**src/hw/rtl/tlb_lru_address_translator_assert.svh**
```systemverilog
// assertion macros shared by the translator rtl
// depends on: a clock named clk and a synchronous active-high reset named rst in the using module
`ifndef TLB_LRU_ADDRESS_TRANSLATOR_ASSERT_SVH
`define TLB_LRU_ADDRESS_TRANSLATOR_ASSERT_SVH

// same-cycle implication, quiet while in reset
`define TLAT_ASSERT_NOW(label, ante, cons) \
  label: assert property (@(posedge clk) disable iff (rst) (ante) |-> (cons)) \
    else $error("tlat: same-cycle check failed");

// next-cycle implication, quiet while in reset
`define TLAT_ASSERT_NEXT(label, ante, cons) \
  label: assert property (@(posedge clk) disable iff (rst) (ante) |=> (cons)) \
    else $error("tlat: next-cycle check failed");

`endif

```
**src/hw/rtl/tlat_pkg.sv**
```systemverilog
// shared types and constants for the tlb address translator
// no dependencies
`timescale 1ns / 1ps
`default_nettype none

package tlat_pkg;

  localparam int ADDR_W          = 16;
  localparam int PAGE_BYTES      = 256;
  localparam int OFFSET_W        = $clog2(PAGE_BYTES);
  localparam int PAGE_W          = ADDR_W - OFFSET_W;
  localparam int PAGE_COUNT      = 256;
  localparam int FRAME_W         = 8;
  localparam int NFF_W           = $clog2(PAGE_COUNT) + 1;
  localparam int TLB_ENTRIES_DEF = 16;
  localparam int QUEUE_DEPTH     = 2;

  // command from front to back: one per accepted beat
  typedef struct packed {
    logic [PAGE_W-1:0]   page;
    logic [OFFSET_W-1:0] offset;
    logic                hit;
    logic [FRAME_W-1:0]  frame;
  } cmd_t;

  // refill from back to front after a miss
  typedef struct packed {
    logic               valid;
    logic [FRAME_W-1:0] frame;
  } refill_t;

  typedef enum logic {
    BK_IDLE,
    BK_READ
  } back_state_t;

endpackage

`default_nettype wire

```
**src/hw/rtl/tlat_front.sv**
```systemverilog
// front end: accepts addresses, does the associative tlb lookup and lru bookkeeping
// depends on: tlat_pkg, tlb_lru_address_translator_assert.svh
`timescale 1ns / 1ps
`default_nettype none

`include "tlb_lru_address_translator_assert.svh"

module tlat_front #(
  parameter int TLB_ENTRIES = tlat_pkg::TLB_ENTRIES_DEF
) (
  input  wire logic                          clk,
  input  wire logic                          rst,
  input  wire logic                          in_valid,
  output logic                               in_stall,
  input  wire logic [tlat_pkg::ADDR_W-1:0]   virtual_address,
  output logic                               push_valid,
  input  wire logic                          push_ready,
  output tlat_pkg::cmd_t                     push_data,
  input  wire tlat_pkg::refill_t             refill
);

  localparam int RANK_W = $clog2(TLB_ENTRIES);

  logic                          pend_valid;
  logic [tlat_pkg::ADDR_W-1:0]   pend_addr;
  logic                          wait_refill;
  logic [tlat_pkg::PAGE_W-1:0]   miss_page;

  logic [tlat_pkg::PAGE_W-1:0]   tag   [TLB_ENTRIES];
  logic [tlat_pkg::FRAME_W-1:0]  frame [TLB_ENTRIES];
  logic [TLB_ENTRIES-1:0]        entry_valid;
  logic [RANK_W-1:0]             rank  [TLB_ENTRIES];

  logic [tlat_pkg::PAGE_W-1:0]   page;
  logic [TLB_ENTRIES-1:0]        hit_vec;
  logic                          hit_any;
  logic [RANK_W-1:0]             hit_idx;
  logic                          inv_any;
  logic [RANK_W-1:0]             inv_idx;
  logic [RANK_W-1:0]             lru_idx;
  logic [RANK_W-1:0]             victim;
  logic                          issue;
  logic                          accept;
  logic                          touch_en;
  logic [RANK_W-1:0]             touch_idx;
  logic [RANK_W-1:0]             touch_rank;

  assign page = pend_addr[tlat_pkg::ADDR_W-1 -: tlat_pkg::PAGE_W];

  // parallel tag compare, lowest matching entry wins
  always_comb begin
    hit_idx = '0;
    for (int i = TLB_ENTRIES - 1; i >= 0; i--) begin
      hit_vec[i] = entry_valid[i] && (tag[i] == page);
      if (hit_vec[i]) begin
        hit_idx = RANK_W'(i);
      end
    end
  end

  assign hit_any = |hit_vec;

  // victim: lowest invalid entry, else the entry holding the oldest rank
  always_comb begin
    inv_idx = '0;
    lru_idx = '0;
    for (int i = TLB_ENTRIES - 1; i >= 0; i--) begin
      if (!entry_valid[i]) begin
        inv_idx = RANK_W'(i);
      end
      if (rank[i] == RANK_W'(TLB_ENTRIES - 1)) begin
        lru_idx = RANK_W'(i);
      end
    end
  end

  assign inv_any = ~&entry_valid;
  assign victim  = inv_any ? inv_idx : lru_idx;

  // handshakes: a hit frees the slot in the same cycle, a miss blocks until refill
  assign push_valid       = pend_valid;
  assign push_data.page   = page;
  assign push_data.offset = pend_addr[tlat_pkg::OFFSET_W-1:0];
  assign push_data.hit    = hit_any;
  assign push_data.frame  = frame[hit_idx];

  assign issue    = pend_valid && push_ready;
  assign in_stall = wait_refill || (pend_valid && !(issue && hit_any));
  assign accept   = in_valid && !in_stall;

  // entry made most recent: hit at issue, or victim at refill
  always_comb begin
    touch_en  = 1'b0;
    touch_idx = hit_idx;
    if (issue && hit_any) begin
      touch_en = 1'b1;
    end else if (refill.valid) begin
      touch_en  = 1'b1;
      touch_idx = victim;
    end
  end

  assign touch_rank = rank[touch_idx];

  // control state, valid bits and recency ranks
  always_ff @(posedge clk) begin
    if (rst) begin
      pend_valid  <= 1'b0;
      wait_refill <= 1'b0;
      entry_valid <= '0;
      for (int i = 0; i < TLB_ENTRIES; i++) begin
        rank[i] <= RANK_W'(i);
      end
    end else begin
      if (accept) begin
        pend_valid <= 1'b1;
      end else if (issue) begin
        pend_valid <= 1'b0;
      end
      if (issue && !hit_any) begin
        wait_refill <= 1'b1;
      end else if (refill.valid) begin
        wait_refill <= 1'b0;
      end
      if (refill.valid) begin
        entry_valid[victim] <= 1'b1;
      end
      if (touch_en) begin
        for (int i = 0; i < TLB_ENTRIES; i++) begin
          if (rank[i] < touch_rank) begin
            rank[i] <= rank[i] + 1'b1;
          end
        end
        rank[touch_idx] <= '0;
      end
    end
  end

  // payload: held address, missed page, tags and frames
  always_ff @(posedge clk) begin
    if (accept) begin
      pend_addr <= virtual_address;
    end
    if (issue && !hit_any) begin
      miss_page <= page;
    end
    if (refill.valid) begin
      tag[victim]   <= miss_page;
      frame[victim] <= refill.frame;
    end
  end

  // checks
  `TLAT_ASSERT_NOW(a_refill_when_waiting, refill.valid, wait_refill && !pend_valid)
  `TLAT_ASSERT_NOW(a_single_match, pend_valid, $onehot0(hit_vec))
  `TLAT_ASSERT_NEXT(a_miss_blocks, issue && !hit_any, wait_refill && in_stall)

endmodule

`default_nettype wire

```
**src/hw/rtl/tlat_queue.sv**
```systemverilog
// short command queue between the front and back ends
// depends on: tlat_pkg
`timescale 1ns / 1ps
`default_nettype none

module tlat_queue (
  input  wire logic            clk,
  input  wire logic            rst,
  input  wire logic            push_valid,
  output logic                 push_ready,
  input  wire tlat_pkg::cmd_t  push_data,
  output logic                 pop_valid,
  input  wire logic            pop_ready,
  output tlat_pkg::cmd_t       pop_data
);

  localparam int PTR_W = $clog2(tlat_pkg::QUEUE_DEPTH);

  tlat_pkg::cmd_t   slot [tlat_pkg::QUEUE_DEPTH];
  logic [PTR_W-1:0] wr_ptr;
  logic [PTR_W-1:0] rd_ptr;
  logic [PTR_W:0]   count;
  logic             do_push;
  logic             do_pop;

  assign push_ready = count != (PTR_W + 1)'(tlat_pkg::QUEUE_DEPTH);
  assign pop_valid  = count != '0;
  assign pop_data   = slot[rd_ptr];
  assign do_push    = push_valid && push_ready;
  assign do_pop     = pop_valid && pop_ready;

  // pointers and fill count
  always_ff @(posedge clk) begin
    if (rst) begin
      wr_ptr <= '0;
      rd_ptr <= '0;
      count  <= '0;
    end else begin
      if (do_push) begin
        wr_ptr <= wr_ptr + 1'b1;
      end
      if (do_pop) begin
        rd_ptr <= rd_ptr + 1'b1;
      end
      if (do_push && !do_pop) begin
        count <= count + 1'b1;
      end else if (do_pop && !do_push) begin
        count <= count - 1'b1;
      end
    end
  end

  // storage
  always_ff @(posedge clk) begin
    if (do_push) begin
      slot[wr_ptr] <= push_data;
    end
  end

endmodule

`default_nettype wire

```
**src/hw/rtl/tlat_back.sv**
```systemverilog
// back end: page map memory, demand paging and the result register
// depends on: tlat_pkg, tlb_lru_address_translator_assert.svh
`timescale 1ns / 1ps
`default_nettype none

`include "tlb_lru_address_translator_assert.svh"

module tlat_back (
  input  wire logic                          clk,
  input  wire logic                          rst,
  input  wire logic                          pop_valid,
  output logic                               pop_ready,
  input  wire tlat_pkg::cmd_t                pop_data,
  output tlat_pkg::refill_t                  refill,
  output logic                               out_valid,
  input  wire logic                          out_stall,
  output logic [tlat_pkg::ADDR_W-1:0]        physical_address,
  output logic                               tlb_hit,
  output logic                               page_fault
);

  tlat_pkg::back_state_t              state;
  tlat_pkg::back_state_t              state_next;
  tlat_pkg::cmd_t                     cur;
  logic [tlat_pkg::FRAME_W-1:0]       map_mem [tlat_pkg::PAGE_COUNT];
  logic [tlat_pkg::FRAME_W-1:0]       rd_data;
  logic [tlat_pkg::PAGE_COUNT-1:0]    mapped;
  logic [tlat_pkg::NFF_W-1:0]         nff;

  logic                               out_free;
  logic                               cmd_load;
  logic                               load_out;
  logic                               fault;
  logic                               map_we;
  logic [tlat_pkg::FRAME_W-1:0]       miss_frame;
  logic [tlat_pkg::FRAME_W-1:0]       frame_next;
  logic [tlat_pkg::OFFSET_W-1:0]      offset_next;
  logic                               hit_next;
  logic                               fault_next;

  assign out_free   = !out_valid || !out_stall;
  assign fault      = !mapped[cur.page];
  assign miss_frame = fault ? nff[tlat_pkg::FRAME_W-1:0] : rd_data;

  // next state and datapath controls
  always_comb begin
    state_next   = state;
    pop_ready    = 1'b0;
    cmd_load     = 1'b0;
    load_out     = 1'b0;
    map_we       = 1'b0;
    refill.valid = 1'b0;
    refill.frame = miss_frame;
    frame_next   = pop_data.frame;
    offset_next  = pop_data.offset;
    hit_next     = 1'b1;
    fault_next   = 1'b0;
    case (state)
      tlat_pkg::BK_IDLE: begin
        if (pop_valid && out_free) begin
          pop_ready = 1'b1;
          if (pop_data.hit) begin
            load_out = 1'b1;
          end else begin
            cmd_load   = 1'b1;
            state_next = tlat_pkg::BK_READ;
          end
        end
      end
      tlat_pkg::BK_READ: begin
        frame_next  = miss_frame;
        offset_next = cur.offset;
        hit_next    = 1'b0;
        fault_next  = fault;
        if (out_free) begin
          load_out     = 1'b1;
          map_we       = fault;
          refill.valid = 1'b1;
          state_next   = tlat_pkg::BK_IDLE;
        end
      end
      default: begin
        state_next = tlat_pkg::BK_IDLE;
      end
    endcase
  end

  // state, map valid bits, free frame counter, result valid
  always_ff @(posedge clk) begin
    if (rst) begin
      state     <= tlat_pkg::BK_IDLE;
      mapped    <= '0;
      nff       <= '0;
      out_valid <= 1'b0;
    end else begin
      state <= state_next;
      if (map_we) begin
        mapped[cur.page] <= 1'b1;
        if (nff < tlat_pkg::NFF_W'(tlat_pkg::PAGE_COUNT)) begin
          nff <= nff + 1'b1;
        end
      end
      if (load_out) begin
        out_valid <= 1'b1;
      end else if (!out_stall) begin
        out_valid <= 1'b0;
      end
    end
  end

  // page map memory: one write port, one registered read port
  always_ff @(posedge clk) begin
    if (map_we) begin
      map_mem[cur.page] <= miss_frame;
    end
    if (state == tlat_pkg::BK_IDLE) begin
      rd_data <= map_mem[pop_data.page];
    end
  end

  // command and result payload
  always_ff @(posedge clk) begin
    if (cmd_load) begin
      cur <= pop_data;
    end
    if (load_out) begin
      physical_address <= {frame_next, offset_next};
      tlb_hit          <= hit_next;
      page_fault       <= fault_next;
    end
  end

  // checks
  `TLAT_ASSERT_NOW(a_read_only_on_miss, state == tlat_pkg::BK_READ, !cur.hit)
  `TLAT_ASSERT_NOW(a_frames_bounded, 1'b1, nff <= tlat_pkg::NFF_W'(tlat_pkg::PAGE_COUNT))
  `TLAT_ASSERT_NOW(a_one_kind, out_valid, !(tlb_hit && page_fault))

endmodule

`default_nettype wire

```
**src/hw/rtl/tlb_lru_address_translator.sv**
```systemverilog
// channel   dir  beat fields                                 handshake
// input     in   virtual_address                             in_valid / in_stall
// output    out  physical_address, tlb_hit, page_fault       out_valid / out_stall
//
// a tlb hit frees the front on issue; hits stream one beat per cycle unless stalled.
// a miss holds the front until the back has read the page map and refilled the tlb;
// the refill loop runs through the page map read port. reset clears valid bits and
// counters at once, no clearing pass.
// out_stall backs up through the result register and the two-entry queue to in_stall.
// depends on: tlat_pkg, tlat_front, tlat_queue, tlat_back
`timescale 1ns / 1ps
`default_nettype none

module tlb_lru_address_translator #(
  parameter int TLB_ENTRIES = tlat_pkg::TLB_ENTRIES_DEF
) (
  input  wire logic                          clk,
  input  wire logic                          rst,
  input  wire logic                          in_valid,
  output logic                               in_stall,
  input  wire logic [tlat_pkg::ADDR_W-1:0]   virtual_address,
  output logic                               out_valid,
  input  wire logic                          out_stall,
  output logic [tlat_pkg::ADDR_W-1:0]        physical_address,
  output logic                               tlb_hit,
  output logic                               page_fault
);

  logic              push_valid;
  logic              push_ready;
  tlat_pkg::cmd_t    push_data;
  logic              pop_valid;
  logic              pop_ready;
  tlat_pkg::cmd_t    pop_data;
  tlat_pkg::refill_t refill;

  // lookup and replacement
  tlat_front #(
    .TLB_ENTRIES (TLB_ENTRIES)
  ) u_front (
    .clk             (clk),
    .rst             (rst),
    .in_valid        (in_valid),
    .in_stall        (in_stall),
    .virtual_address (virtual_address),
    .push_valid      (push_valid),
    .push_ready      (push_ready),
    .push_data       (push_data),
    .refill          (refill)
  );

  // decoupling queue
  tlat_queue u_queue (
    .clk        (clk),
    .rst        (rst),
    .push_valid (push_valid),
    .push_ready (push_ready),
    .push_data  (push_data),
    .pop_valid  (pop_valid),
    .pop_ready  (pop_ready),
    .pop_data   (pop_data)
  );

  // page map and results
  tlat_back u_back (
    .clk              (clk),
    .rst              (rst),
    .pop_valid        (pop_valid),
    .pop_ready        (pop_ready),
    .pop_data         (pop_data),
    .refill           (refill),
    .out_valid        (out_valid),
    .out_stall        (out_stall),
    .physical_address (physical_address),
    .tlb_hit          (tlb_hit),
    .page_fault       (page_fault)
  );

endmodule

`default_nettype wire
```
**config.mk**
```make
export PLATFORM = sky130hd
export DESIGN_NAME = tlb_lru_address_translator
export DESIGN_NICKNAME = d
export VERILOG_FILES = /design/src/hw/rtl/tlat_pkg.sv /design/src/hw/rtl/tlat_front.sv /design/src/hw/rtl/tlat_queue.sv /design/src/hw/rtl/tlat_back.sv /design/src/hw/rtl/tlb_lru_address_translator.sv
export VERILOG_INCLUDE_DIRS = /design/src /design/src/hw/rtl
export SDC_FILE = /design/constraint.sdc
export NUM_CORES = 2
export LEC_CHECK = 0
export ABC_CLOCK_PERIOD_IN_PS = 8920
export BUFFER_PORTS_ARGS = -buffer_cell sky130_fd_sc_hd__buf_2
export CORE_MARGIN = 5
export CORE_UTILIZATION = 60
export DETAILED_ROUTE_END_ITERATION = 6
export PLACE_DENSITY = 0.76
export SYNTH_ARGS = -nofsm -noshare
export SYNTH_HDL_FRONTEND = slang
export SYNTH_SLANG_ARGS = --single-unit
```
**constraint.sdc**
```tcl
create_clock -name clk -period 8.92 [get_ports clk]
set_input_delay 0.892 -clock clk [delete_from_list [all_inputs] [get_ports clk]]
set_output_delay 0.892 -clock clk [all_outputs]
set_load 0.02 [all_outputs]
```
==> impl_metrics.csv <==
group,metric,value,unit
logic_synthesis,ys_seq_elements,2774,
worst_setup_path,critPathLaunch,"u_back.cur[17]$_DFFE_PP_",
power_and_ir_drop,internal_power,22.7,mW
sta,final_max_slew_viol_count,0,
floorplan,fp.dieH,445,um
clock_network,ctsResizeCount,0,
detailed_routing,routed_wirelength,305000,um
grt,grt_pass1_vias,73100,
grt,antenna_found_initial,9,
clock_network,cts_root_buffer,"clkbuf_16",
sta,slew_headroom,1.19,%
logic_synthesis,synth_nets,9101,
placement,io_buffers,39,
hold_path,min_path_type,"in2reg",
grt,grtUsageTotal,30.3,%
power_and_ir_drop,power_leakage,44.0,nW
clock_network,holdBufCountCts,0,
detailed_routing,vias,75800,
logic_synthesis,synth_ff_type,"edfxtp_1",
grt,grt_overflow_total,0,
finish,fin_nets,8957,
clock_network,cts.clk_slew.worst_paths,0.06,ns
clock_network,clk_path_buf_depth,4,
sta,worst_slack,1.19,ns
sta,hold_viol_final,0,
worst_setup_path,r2r_start,"u_back.cur[17]$_DFFE_PP_",
finish,final_common_cell,"edfxtp_1",
worst_setup_path,arrival,8.28,ns
sta,fin_crit_sh,86.7,%
finish,n_fill_cell,12800,
clock_network,cts_sinks,2774,
placement,gp_congestion,0.915,
floorplan,num_io_pins,40,
clock_network,cts_buffers,290,
sta,rsz0062_at_grt,"no",
grt,grt_pass1_wl,456000,um
worst_setup_path,cp.required,9.47,ns
worst_setup_path,criticalPathCategory,"reg2reg",
floorplan,start_util,60.4,%
outcome,violations,"DRC, capacitance limit",
flow_run,maxCapViolations,1,
worst_setup_path,r2r_slack,1.19,ns
worst_setup_path,slowest_delay,1.12,ns
logic_synthesis,async_flop_share,0,%
worst_setup_path,cp-endpoint,"u_back.map_mem[133][6]$_DFFE_PP_",
power_and_ir_drop,p_sw,9.38,mW
placement,place_ws,1.58,ns
worst_setup_path,path_max_fanout,16,
power_and_ir_drop,clockPowerShare,37.2,%
finish,area_growth,10.4,%
floorplan,dieArea,198000,sq um
floorplan,core,188000,sq um
grt,grt_max_degree,196,
worst_setup_path,crit_path_end_kind,"register",
worst_setup_path,crit_slowest_cell,"nor3_1",
sta,worst_slew_pin_slew,1.47,ns
detailed_routing,wl_per_cell,26.3,um
worst_setup_path,start_kind,"register",
detailed_routing,routed_via_density,6.54,
logic_synthesis,avgSynthCellArea,12.6,sq um
power_and_ir_drop,p_per_area,256,nW/um^2
detailed_routing,ant_nets,0,
power_and_ir_drop,power_frac_comb,17.8,%
sta,timing.hold.ws,0.146,ns
sta,skew,0.0488,ns
worst_setup_path,rr_worst_depth,12,
placement,dp_hpwl,175000,um
detailed_routing,drc_errors,1,
power_and_ir_drop,power.share.sequential,45.0,%
power_and_ir_drop,ir_drop,0.000213,V
logic_synthesis,synth_cell_type_count,91,
logic_synthesis,synth_edf_count,2420,
clock_network,cts_tree,"built",
worst_setup_path,r2r_end,"u_back.map_mem[133][6]$_DFFE_PP_",
power_and_ir_drop,switching_share,29.3,%
finish,seq_area,79800,sq um
floorplan,die_x,445,um
clock_network,clkLatencyLatePin,0.94,ns
finish,most-common-layout-cells,"2420 x edfxtp_1, 2209 x nand2_1, 1082 x nand3_1, 400 x nor2_1, 370 x a311oi_1",
detailed_routing,drt_iter0_drc,9997,
placement,placed_cell_area,116000,sq um
finish,multiInputGateArea,31500,sq um
outcome,status,"finished, violations left",
clock_network,postCtsSetupBuffers,0,
placement,dp_cells,11100,
sta,setup_tns,0,ns
sta,fmax,0.129,GHz
logic_synthesis,ys_seq_area_share,70.2,%
clock_network,htreeDepth,5,
finish,final_cells,11600,
sta,min_period,7.73,ns
floorplan,row_count,159,
sta,finalSetupViolCount,0,
finish,finalInstanceArea,125000,sq um
worst_setup_path,crit_chain,"buf_4 -> mux4_2 -> mux4_2 -> mux4_2 -> nand2_1 -> o21ai_0 -> nand2_1 -> o221ai_2 -> or2_2 -> nor3_1 -> nand2_1 -> nor2_1",
detailed_routing,dr.pass1.iters,7,
logic_synthesis,syn_area,114000,sq um
logic_synthesis,syn_inst,9031,
finish,drive_gt1_share,8.41,%
logic_synthesis,ys.warnings.count,0,
## worst min-delay path by stage
stage	from	to	slack [ns]	cells past startpoint
6_report	virtual_address[7]	u_front.pend_addr[7]$_DFFE_PP_	0.15	1
3_3_place_gp	u_front.pend_addr[1]$_DFFE_PP_	u_queue.slot[1][10]$_DFFE_PP_	0.42	0
2_1_floorplan	u_front.pend_addr[1]$_DFFE_PP_	u_queue.slot[0][10]$_DFFE_PP_	0.42	0
3_5_place_dp	u_front.pend_addr[3]$_DFFE_PP_	u_queue.slot[1][12]$_DFFE_PP_	0.44	0
5_1_grt	virtual_address[2]	u_front.pend_addr[2]$_DFFE_PP_	0.12	1
4_1_cts	virtual_address[2]	u_front.pend_addr[2]$_DFFE_PP_	0.09	1
## cell families (layout without fill, tap and decap cells)
family,count (synthesis),after routing,share of synthesized area (%)
buffers and inverters,642,711,2.30
AND/OR/NAND/NOR,4139,4139,15.9
AO/OA/AOI/OAI,1093,1093,7.29
multiplexers,189,189,2.65
adder cells (fa/ha/maj),51,51,0.560
other,0,7,0
XOR/XNOR,143,143,1.10
flip-flops,2774,2774,70.2
## power by group through the flow
stage | logic (mW) | clock network (mW) | registers [mW]
finish | 5.72 | 11.9 | 14.4
global route | 5.99 | 12.6 | 14.4
floorplan | 3.42 | 0 | 14.6
global placement | 5.46 | 0 | 14.7
detailed placement | 5.55 | 0 | 14.7
CTS | 5.58 | 12.0 | 14.4
## worst max-delay path: cells and delay by family (launching register included)
family / cells / cell delay, ns
buffers and inverters: 1 / 0.43
flip-flops: 1 / 0.97
AO/OA/AOI/OAI: 2 / 0.54
AND/OR/NAND/NOR: 6 / 3.75
multiplexers: 3 / 1.62
## Yosys cell counts (all sizes together) (5+ instances only)
library cell | n | area (sq um)
o21ai | 73 | 380
o211ai | 16 | 120
a311oi | 370 | 3240
inv | 31 | 116
o22ai | 5 | 31.3
dfxtp | 354 | 7090
nand4 | 35 | 225
nand3 | 1089 | 5460
nand2 | 2213 | 8310
ha | 50 | 626
a211oi | 83 | 623
o32ai | 8 | 70.1
and2 | 42 | 263
nand3b | 7 | 65.1
o21a | 272 | 2040
o311ai | 17 | 149
xnor2 | 108 | 946
nor2 | 406 | 1540
clkbuf | 510 | 1910
and3 | 158 | 988
nor4 | 20 | 153
o31ai | 6 | 45.0
nor2b | 12 | 75.1
a21boi | 15 | 113
mux2 | 30 | 338
nor3 | 88 | 467
a21o | 9 | 67.6
xor2 | 35 | 307
mux2i | 73 | 731
or3 | 27 | 174
buf | 99 | 576
a21oi | 105 | 537
mux4 | 86 | 1940
nor3b | 6 | 45.0
edfxtp | 2420 | 72700
a31oi | 67 | 419
or2 | 10 | 62.6
nand2b | 10 | 62.6
## through the flow
| stage | util (%) | total power [mW] |
|---|---|---|
| after floorplan | - | 18.0 |
| after global placement | 61.7 | 20.2 |
| after detailed placement | 61.7 | 20.2 |
| after CTS | 66.7 | 32.0 |
| after global routing | 66.7 | 33.0 |
| final | 66.7 | 32.1 |
## registers in the layout, summed over array words and instances (netlist names), 9 cells and up, named ones only
| name | cells |
|---|---|
| u_back.cur | 16 |
| u_front.pend_addr | 16 |
| u_back.nff | 9 |
| u_queue.slot | 50 |
| u_back.map_mem | 2048 |
| u_back.physical_address | 16 |
| u_front.rank | 64 |
| u_front.tag | 128 |
| u_back.mapped | 256 |
| u_front.frame | 128 |
| u_front.entry_valid | 16 |
## routing by layer
layer | up-vias | global-route usage [%] | wire, um
met5 | - | 0 | 50
met3 | 851 | 7.02 | 34900
met4 | 6 | 13.0 | 14200
met2 | 4738 | 47.8 | 142000
met1 | 37100 | 41.0 | 113000
li1 | 33100 | - | -
## final cells by class
type / count / area share, %
timing repair buffer: 173 / 1.20
clock buffer: 402 / 6.62
multi-input combinational: 5615 / 25.1
sequential: 2774 / 63.6
clock inverter: 103 / 0.843
inverter: 33 / 0.119
antenna: 7 / 0.0140
tap: 2495 / 2.49
No activity file was read; power rests on OpenSTA's default activity.
